`src/design/lcg_pkg.sv`:
```
// Shared widths, codes and reset values for the mod 2^46 LCG with skip-ahead.
package lcg_pkg;

	localparam int SEED_W     = 46;
	localparam int CNT_W      = 31;
	localparam int LONG_SHIFT = 17;
	localparam int LONG_W     = SEED_W + LONG_SHIFT;
	localparam int DIG_W      = 12;
	localparam int NDIG       = (SEED_W + DIG_W - 1) / DIG_W;
	localparam int MCNT_W     = $clog2(NDIG + 1);
	localparam int BSR_W      = NDIG * DIG_W;

	localparam int PADDR_W = 4;
	localparam int PDATA_W = 64;

	typedef logic [SEED_W-1:0] seed_t;
	typedef logic [CNT_W-1:0]  count_t;

	typedef enum logic {
		OP_DRAW    = 1'b0,
		OP_ADVANCE = 1'b1
	} opcode_t;

	typedef enum logic {
		REG_MULT = 1'b0,
		REG_SEED = 1'b1
	} reg_idx_t;

	localparam seed_t MULT_RESET = 46'd1220703125;
	localparam seed_t SEED_RESET = 46'd314159265;

endpackage

```
`src/design/lcg_in_if.sv`:
```
// Input channel: opcode and step count with valid/ready.
interface lcg_in_if;
	logic                            valid;
	logic                            ready;
	logic                            opcode;
	logic [lcg_pkg::CNT_W-1:0]       step_count;

	modport source (output valid, opcode, step_count, input ready);
	modport sink   (input valid, opcode, step_count, output ready);
endinterface

```
`src/design/lcg_out_if.sv`:
```
// Output channel: drawn number as fraction and long value with valid/ready.
interface lcg_out_if;
	logic                            valid;
	logic                            ready;
	logic [lcg_pkg::SEED_W-1:0]      fraction;
	logic [lcg_pkg::LONG_W-1:0]      long_value;

	modport source (output valid, fraction, long_value, input ready);
	modport sink   (input valid, fraction, long_value, output ready);
endinterface

```
`src/design/lcg_mul.sv`:
```
// Digit-serial multiplier mod 2^46: one 12-bit digit of b per cycle.
module lcg_mul (
	input  logic           clk,
	input  logic           arst_n,
	input  logic           start,
	input  lcg_pkg::seed_t a,
	input  lcg_pkg::seed_t b,
	output logic           done,
	output lcg_pkg::seed_t prod
);

	lcg_pkg::seed_t                    a_q;
	logic [lcg_pkg::BSR_W-1:0]         b_q;
	lcg_pkg::seed_t                    acc_q;
	logic [lcg_pkg::MCNT_W-1:0]        cnt_q;
	lcg_pkg::seed_t                    acc_next;

	// partial product is truncated to 46 bits: higher bits vanish mod 2^46
	assign acc_next = acc_q + lcg_pkg::SEED_W'(a_q * b_q[lcg_pkg::DIG_W-1:0]);
	assign done     = (cnt_q == lcg_pkg::MCNT_W'(1));
	assign prod     = acc_next;

	always_ff @(posedge clk or negedge arst_n) begin
		if (!arst_n) begin
			cnt_q <= '0;
		end else if (start) begin
			cnt_q <= lcg_pkg::MCNT_W'(lcg_pkg::NDIG);
		end else if (cnt_q != '0) begin
			cnt_q <= cnt_q - lcg_pkg::MCNT_W'(1);
		end
	end

	always_ff @(posedge clk) begin
		if (start) begin
			a_q   <= a;
			b_q   <= lcg_pkg::BSR_W'(b);
			acc_q <= '0;
		end else if (cnt_q != '0) begin
			a_q   <= a_q << lcg_pkg::DIG_W;
			b_q   <= b_q >> lcg_pkg::DIG_W;
			acc_q <= acc_next;
		end
	end

endmodule

```
`src/design/lcg_mod_2_46_with_skip_ahead_top.sv`:
```
// Top level: LCG seed = multiplier * seed mod 2^46 with draw and skip-ahead.
//
// Input channel in_ch carries opcode and step_count; a beat is taken only
// while the block is idle. A draw multiplies the seed once and returns one
// beat on out_ch: fraction = new seed (46 fraction bits), long_value = new
// seed << 17. An advance returns no beat; it applies square-and-multiply over
// the bits of step_count, a count of zero leaves the seed as it is.
// Every multiply runs on a 12-bit digit-serial unit. A draw loads the output
// register as its product completes, unless out_ch stalls, and a new draw is
// taken only after the last one is through. An advance runs one round of
// square-and-multiply per significant bit of step_count (two units run the
// seed and power products together).
// The result sits in an output register; a finished draw waits in a hold
// state while out_ch stalls, and no new input beat is taken until it moves.
// APB port: multiplier at 0x0, initial_seed at 0x8 (64-bit data). Writing
// initial_seed reloads the current seed. Reset restores the default
// multiplier 1220703125 and seed 314159265 and empties the output register.
module lcg_mod_2_46_with_skip_ahead_top (
	input  logic                         clk,
	input  logic                         arst_n,
	lcg_in_if.sink                       in_ch,
	lcg_out_if.source                    out_ch,
	input  logic                         psel,
	input  logic                         penable,
	input  logic                         pwrite,
	input  logic [lcg_pkg::PADDR_W-1:0]  paddr,
	input  logic [lcg_pkg::PDATA_W-1:0]  pwdata,
	output logic [lcg_pkg::PDATA_W-1:0]  prdata,
	output logic                         pready
);

	typedef enum logic [3:0] {
		ST_IDLE = 4'b0001,
		ST_DRAW = 4'b0010,
		ST_ADV  = 4'b0100,
		ST_PUT  = 4'b1000
	} state_t;

	state_t                 state_q;
	lcg_pkg::seed_t         mult_q;
	lcg_pkg::seed_t         init_seed_q;
	lcg_pkg::seed_t         seed_q;
	lcg_pkg::seed_t         pow_q;
	lcg_pkg::count_t        cnt_q;
	logic                   restart_q;
	logic                   out_valid_q;
	lcg_pkg::seed_t         frac_q;

	logic                   in_acc;
	logic                   cfg_wr;
	logic                   out_free;
	logic                   mul_start;
	lcg_pkg::seed_t         op_a;
	logic                   done_a;
	logic                   done_b;
	lcg_pkg::seed_t         prod_a;
	lcg_pkg::seed_t         prod_b;
	logic                   load_out;
	lcg_pkg::seed_t         load_val;

	assign pready       = 1'b1;
	assign cfg_wr       = psel && penable && pwrite;
	assign prdata       = (paddr[3] == lcg_pkg::REG_SEED) ?
		lcg_pkg::PDATA_W'(init_seed_q) : lcg_pkg::PDATA_W'(mult_q);

	assign in_ch.ready  = (state_q == ST_IDLE);
	assign in_acc       = in_ch.valid && in_ch.ready;
	assign out_free     = !out_valid_q || out_ch.ready;

	// first product of an item uses the multiplier register directly
	assign mul_start    = in_acc || restart_q;
	assign op_a         = (state_q == ST_IDLE) ? mult_q : pow_q;

	lcg_mul u_mul_seed (
		.clk    (clk),
		.arst_n (arst_n),
		.start  (mul_start),
		.a      (op_a),
		.b      (seed_q),
		.done   (done_a),
		.prod   (prod_a)
	);

	lcg_mul u_mul_pow (
		.clk    (clk),
		.arst_n (arst_n),
		.start  (mul_start),
		.a      (op_a),
		.b      (op_a),
		.done   (done_b),
		.prod   (prod_b)
	);

	always_comb begin
		load_out = 1'b0;
		load_val = prod_a;
		case (state_q)
			ST_DRAW: load_out = done_a && out_free;
			ST_PUT: begin
				load_out = out_free;
				load_val = seed_q;
			end
			default: load_out = 1'b0;
		endcase
	end

	always_ff @(posedge clk or negedge arst_n) begin
		if (!arst_n) begin
			state_q     <= ST_IDLE;
			mult_q      <= lcg_pkg::MULT_RESET;
			init_seed_q <= lcg_pkg::SEED_RESET;
			seed_q      <= lcg_pkg::SEED_RESET;
			restart_q   <= 1'b0;
			out_valid_q <= 1'b0;
		end else begin
			// another square-and-multiply round follows while count bits remain
			restart_q <= (state_q == ST_ADV) && done_a &&
				(cnt_q[lcg_pkg::CNT_W-1:1] != '0);

			if (cfg_wr) begin
				if (paddr[3] == lcg_pkg::REG_SEED) begin
					init_seed_q <= pwdata[lcg_pkg::SEED_W-1:0];
					seed_q      <= pwdata[lcg_pkg::SEED_W-1:0];
				end else begin
					mult_q <= pwdata[lcg_pkg::SEED_W-1:0];
				end
			end

			if (load_out) begin
				out_valid_q <= 1'b1;
			end else if (out_ch.ready) begin
				out_valid_q <= 1'b0;
			end

			case (state_q)
				ST_IDLE: begin
					if (in_acc) begin
						if (in_ch.opcode == lcg_pkg::OP_DRAW) begin
							state_q <= ST_DRAW;
						end else if (in_ch.step_count != '0) begin
							state_q <= ST_ADV;
						end
					end
				end
				ST_DRAW: begin
					if (done_a) begin
						seed_q  <= prod_a;
						state_q <= out_free ? ST_IDLE : ST_PUT;
					end
				end
				ST_PUT: begin
					if (out_free) begin
						state_q <= ST_IDLE;
					end
				end
				ST_ADV: begin
					if (done_a) begin
						if (cnt_q[0]) begin
							seed_q <= prod_a;
						end
						if (cnt_q[lcg_pkg::CNT_W-1:1] == '0) begin
							state_q <= ST_IDLE;
						end
					end
				end
				default: state_q <= ST_IDLE;
			endcase
		end
	end

	// payload registers: power and count for skip-ahead, output value
	always_ff @(posedge clk) begin
		if (in_acc) begin
			cnt_q <= in_ch.step_count;
		end else if (state_q == ST_ADV && done_a) begin
			pow_q <= prod_b;
			cnt_q <= cnt_q >> 1;
		end
		if (load_out) begin
			frac_q <= load_val;
		end
	end

	assign out_ch.valid      = out_valid_q;
	assign out_ch.fraction   = frac_q;
	assign out_ch.long_value = {frac_q, {lcg_pkg::LONG_SHIFT{1'b0}}};

	// both units are always started together and must finish together
	a_units_lockstep: assert property (@(posedge clk) disable iff (!arst_n)
		done_a == done_b)
		else $error("multiplier units out of step");

	a_restart_in_adv: assert property (@(posedge clk) disable iff (!arst_n)
		restart_q |-> state_q == ST_ADV)
		else $error("restart outside advance");

	a_put_has_pending: assert property (@(posedge clk) disable iff (!arst_n)
		state_q == ST_PUT |-> out_valid_q)
		else $error("hold state without pending output");

	a_draw_starts: assert property (@(posedge clk) disable iff (!arst_n)
		in_acc && in_ch.opcode == lcg_pkg::OP_DRAW |=> state_q == ST_DRAW)
		else $error("draw beat did not start a multiply");

endmodule
```
`src/flat_wrapper.sv`:
```
// flat-port wrapper written by rule: the top's interface ports become plain ports
module lcg_mod_2_46_with_skip_ahead_top_flat 
  (clk, arst_n, psel, penable, pwrite, paddr, pwdata, prdata, pready, in_ch_valid, in_ch_opcode, in_ch_step_count, in_ch_ready, out_ch_valid, out_ch_fraction, out_ch_long_value, out_ch_ready);
  lcg_in_if in_ch_i ();
  lcg_out_if out_ch_i ();
  input  logic clk;
  input  logic arst_n;
  input  logic psel;
  input  logic penable;
  input  logic pwrite;
  input  logic [lcg_pkg::PADDR_W-1:0] paddr;
  input  logic [lcg_pkg::PDATA_W-1:0] pwdata;
  output logic [lcg_pkg::PDATA_W-1:0] prdata;
  output logic pready;
  input wire logic [$bits(in_ch_i.valid)-1:0] in_ch_valid;
  input wire logic [$bits(in_ch_i.opcode)-1:0] in_ch_opcode;
  input wire logic [$bits(in_ch_i.step_count)-1:0] in_ch_step_count;
  output wire logic [$bits(in_ch_i.ready)-1:0] in_ch_ready;
  output wire logic [$bits(out_ch_i.valid)-1:0] out_ch_valid;
  output wire logic [$bits(out_ch_i.fraction)-1:0] out_ch_fraction;
  output wire logic [$bits(out_ch_i.long_value)-1:0] out_ch_long_value;
  input wire logic [$bits(out_ch_i.ready)-1:0] out_ch_ready;
  assign in_ch_i.valid = in_ch_valid;
  assign in_ch_i.opcode = in_ch_opcode;
  assign in_ch_i.step_count = in_ch_step_count;
  assign in_ch_ready = in_ch_i.ready;
  assign out_ch_valid = out_ch_i.valid;
  assign out_ch_fraction = out_ch_i.fraction;
  assign out_ch_long_value = out_ch_i.long_value;
  assign out_ch_i.ready = out_ch_ready;
  lcg_mod_2_46_with_skip_ahead_top u_core (.clk(clk), .arst_n(arst_n), .in_ch(in_ch_i), .out_ch(out_ch_i), .psel(psel), .penable(penable), .pwrite(pwrite), .paddr(paddr), .pwdata(pwdata), .prdata(prdata), .pready(pready));
endmodule
```
`config.mk`:
```
export PLATFORM = sky130hd
export DESIGN_NAME = lcg_mod_2_46_with_skip_ahead_top_flat
export DESIGN_NICKNAME = d
export VERILOG_FILES = /design/src/design/lcg_pkg.sv /design/src/design/lcg_in_if.sv /design/src/design/lcg_out_if.sv /design/src/design/lcg_mul.sv /design/src/design/lcg_mod_2_46_with_skip_ahead_top.sv /design/src/flat_wrapper.sv
export SDC_FILE = /design/constraint.sdc
export NUM_CORES = 2
export LEC_CHECK = 0
export BUFFER_PORTS_ARGS = -buffer_cell sky130_fd_sc_hd__clkbuf_2
export CAP_MARGIN = 0
export CORE_UTILIZATION = 30
export DETAILED_ROUTE_END_ITERATION = 10
export HOLD_SLACK_MARGIN = 0.1
export MAX_ROUTING_LAYER = met4
export PLACE_DENSITY = 0.47
export SYNTH_ARGS = -nofsm -noshare
export SYNTH_HDL_FRONTEND = slang
export SYNTH_SLANG_ARGS = --single-unit
```
`constraint.sdc`:
```
create_clock -name clk -period 12.9 [get_ports clk]
set_clock_uncertainty 0.1 [all_clocks]
set_input_delay 0.645 -clock clk [delete_from_list [all_inputs] [get_ports clk]]
set_output_delay 0.645 -clock clk [all_outputs]
set_load 0.05 [all_outputs]
```
==> summary.txt <==
Final layout
  – Post-route insts no fill: 7965
  – Post-Layout Inst Area: 0.0589 mm²
  – Nets: 6658
  – Multi-input logic area: 0.0338 mm²
  – Util after Layout: 33.3%
  – Fraction of layout cells with a size suffix above 1: 10.8%
  – Filler cells: 18300
  – FF+latch area: 0.0149 mm²
  – Area Overhead vs Synth: 9.87%

Floorplanning
  – Placement Rows: 154
  – Starting Density: 30.3%
  – Die area: 0.180 mm²
  – Core box area: 0.177 mm²
  – # IOs: 283
  – Horiz. Die Dim: 425 µm
  – Die Y: 425 µm

STA
  – Final TNS setup: 0 ps
  – Worst slew margin: 16.4%
  – Max Fclk: 127 MHz
  – Worst-Margin Slew: 1250 ps
  – Post-layout min period: 7900 ps
  – Fin crit share: 61.3%
  – RSZ-0062 raised after global routing: no
  – Finish-stage setup viols: 0
  – Max Transition Viols Final: 0
  – Final hold vios: 0

Worst setup path
  – Crit-path cells: buf_4, nand2_1, fa_1, inv_1, fa_1, fa_1, fa_1, inv_1, fa_1, inv_1, ha_1, and4_1, nand2_1, nor3_1, o21ai_0, a211oi_1, o31a_1, nor2_1, xor2_1, o21ai_0
  – CP max-delay cell: edfxtp_1
  – Cell family with most CP delay: adder cells
  – WP buf/inv: 4
  – Worst Path Required: 13160 ps
  – Worst reg2reg path depth: 20
  – Crit path kind: reg -> reg
  – Worst reg2reg startpoint: u_core.u_mul_seed.b_q[7]
  – RR Endpoint: u_core.out_ch.fraction[37]
  – CP most frequent cell: fa_1
  – Peak per-stage delay on the critical path: 1180 ps
  – Reg2reg setup slack: 5000 ps
  – CP Capture Type: flip-flop
  – WP data arrival: 8160 ps
  – CP Max Fanout: 21
  – Crit start category: flip-flop

Detailed routing
  – DRC: 0
  – DRT Wirelength: 168 mm
  – Starting DRT DRC Count: 2287
  – Total vias in the final route: 37800
  – WL per Instance: 21.1 µm
  – Drt first pass iters: 7
  – DR vias/cell: 4.75
  – Post-route ant nets: 0

Clocking
  – Clock root buffer: clkbuf_16
  – Htree depth: 3
  – Post-CTS Setup Repair Bufs: 0
  – CTS tree: built
  – CTS Sinks: 549
  – Hold_buf cts: 10
  – Clk_lat worst skew: 680 ps
  – Post-CTS sizing: 0
  – Clock transition at the registers of the reported paths: 60 ps
  – Max clock buf depth: 3
  – TritonCTS buffer count: 70

Outcome
  – Status: completed

Synthesis
  – Synth Area in XOR/XNOR: 1.98%
  – Top cell type's share of synthesized area: 31.5%
  – Sequential-to-total area share from yosys stat: 27.7%
  – Post-synthesis cell count: 5559
  – Post-synthesis cell type count: 84
  – Post-synth EDFFs: 307
  – Synth Area in Adders: 34.8%
  – Synth Area in Compound Gates: 6.71%
  – Synthesized flop and latch total: 549
  – Synth top area cells: fa_1, edfxtp_1, nand2_1, inv_1, dfrtp_1
  – Ys async rst share: 27.3%
  – Syn Area/Cell: 9.64 µm²
  – Top FF cell, synth: edfxtp_1
  – Synthesized area: 0.0536 mm²
  – Synth Area in Simple Gates: 16.1%
  – Combinational family with the most area after synthesis: adder cells
  – Yosys warning count: 0
  – Area leader, netlist: fa_1
  – Multiplexer share of the synthesized area: 3.00%

Global routing
  – Global-route wire length before repair: 256 mm
  – Gr usage total: 19.5%
  – GR Overflow Total: 0
  – Largest net degree at the start of global routing: 159
  – Initial antenna violation count: 5
  – Vias in the first global route: 39600

Placement
  – HPWL Detailed: 124 mm
  – Placed insts: 7824
  – GP Congestion: 0.853
  – PortBufs: 225
  – DP Area: 0.0565 mm²

Flow run
  – Max-cap viol count: 0

Hold path
  – Hold Path End: u_core.mult_q[3]
  – Worst hold start: pwdata[3]
  – Worst hold path stage count: 2
  – Worst min-delay path category: in -> reg
logic make-up (layout without fill, tap and decap cells):
family | count (synthesis) | in the layout
adders and majority gates | 985 | 985
DFF | 549 | 549
muxes | 145 | 145
AOI/OAI and AO/OA | 563 | 563
and+or+nand+nor | 1917 | 1917
buffers and inverters | 1277 | 1308
xor gates and xnor gates | 121 | 121
other | 2 | 37
cell usage after synthesis (all sizes together), types with 68 or more instances:
cell type / count
inv: 881
fa: 844
o21ai: 107
xnor2: 89
nor2: 165
a21oi: 204
ha: 141
and2: 382
clkbuf: 288
nand2: 1150
buf: 107
nand3: 68
dfrtp: 109
dfxtp: 92
o21a: 77
edfxtp: 307
mux2: 126
sequential cells by signal, indices dropped and copies added, names as in the netlist:
register                 count
u_core.init_seed_q          46
u_core.mult_q               46
u_core.restart_q             1
u_core.u_mul_seed.cnt_q      3
u_core.u_mul_seed.a_q       46
u_core.seed_q               46
u_core.out_ch.fraction      46
u_core.u_mul_pow.acc_q      46
u_core.u_mul_seed.b_q       46
u_core.u_mul_pow.cnt_q       3
u_core.u_mul_seed.acc_q     46
u_core.u_mul_pow.b_q        46
u_core.cnt_q                31
u_core.pow_q                46
u_core.state_q               4
u_core.u_mul_pow.a_q        46
u_core.out_ch.valid          1
area by class of cell:
class	count	share of cell area, %
Antenna cell	1	0.00425
Clock buffer	92	3.19
Sequential cell	549	25.2
Tap cell	2340	4.97
Timing Repair Buffer	296	2.89
Multi-Input combinational cell	3767	57.4
Clock inverter	38	0.718
Inverter	882	5.62
worst max path at each step:
stage / startpoint / to / depth (start not counted)
2_1_floorplan: u_core.u_mul_seed.b_q[0] / u_core.out_ch.fraction[44] / 22
3_3_place_gp: u_core.u_mul_seed.b_q[7] / u_core.out_ch.fraction[45] / 20
3_5_place_dp: u_core.u_mul_seed.b_q[7] / u_core.out_ch.fraction[30] / 20
4_1_cts: u_core.u_mul_seed.b_q[7] / u_core.out_ch.fraction[30] / 20
5_1_grt: u_core.u_mul_seed.b_q[7] / u_core.out_ch.fraction[30] / 20
6_report: u_core.u_mul_seed.b_q[7] / u_core.out_ch.fraction[37] / 20
routing by layer:
metal | part of all wire (%) | wire (µm) | GRT usage, % | vias up
li1 | - | - | - | 17100
met1 | 44 | 73600 | 24.9 | 19800
met2 | 50 | 83800 | 32.7 | 796
met3 | 3.8 | 6320 | 2.11 | 182
met4 | 2.8 | 4710 | 5.41 | 0
met5 | 0 | 0 | - | -
cells in the final DEF, fill, tap and decap left out, types with 19 or more instances in the layout:
master / count
nand2_1: 1148
inv_1: 880
fa_1: 844
and2_1: 382
edfxtp_1: 307
clkbuf_2: 224
a21oi_1: 200
nor2_1: 163
ha_1: 141
mux2_2: 126
dfrtp_1: 109
o21ai_0: 95
dfxtp_1: 92
xnor2_1: 89
o21a_1: 76
clkbuf_16: 72
nand3_1: 67
a21o_1: 65
buf_4: 60
dfstp_2: 41
conb_1: 36
xor2_1: 32
nor3_1: 29
a211oi_1: 24
clkbuf_1: 20
mux2i_1: 19
through the flow:
step,setup slack (ps),hold WS [ps]
finish,5000,150
global route,4730,129
CTS,4940,102
detailed placement,5070,347
global placement,5080,341
floorplan,6730,249
worst register-to-register path, cell delays in order, from the launching register on:
cell	delay, ps
edfxtp_1	1180
buf_4	490
nand2_1	130
fa_1	540
inv_1	60
fa_1	580
fa_1	460
fa_1	490
inv_1	50
fa_1	470
inv_1	40
ha_1	400
and4_1	250
nand2_1	110
nor3_1	410
o21ai_0	230
a211oi_1	810
o31a_1	200
nor2_1	50
xor2_1	320
o21ai_0	210
Power is left out: the tool's default activity adds up to more than one toggle a clock period on the data nets, which glitch-free logic cannot reach.
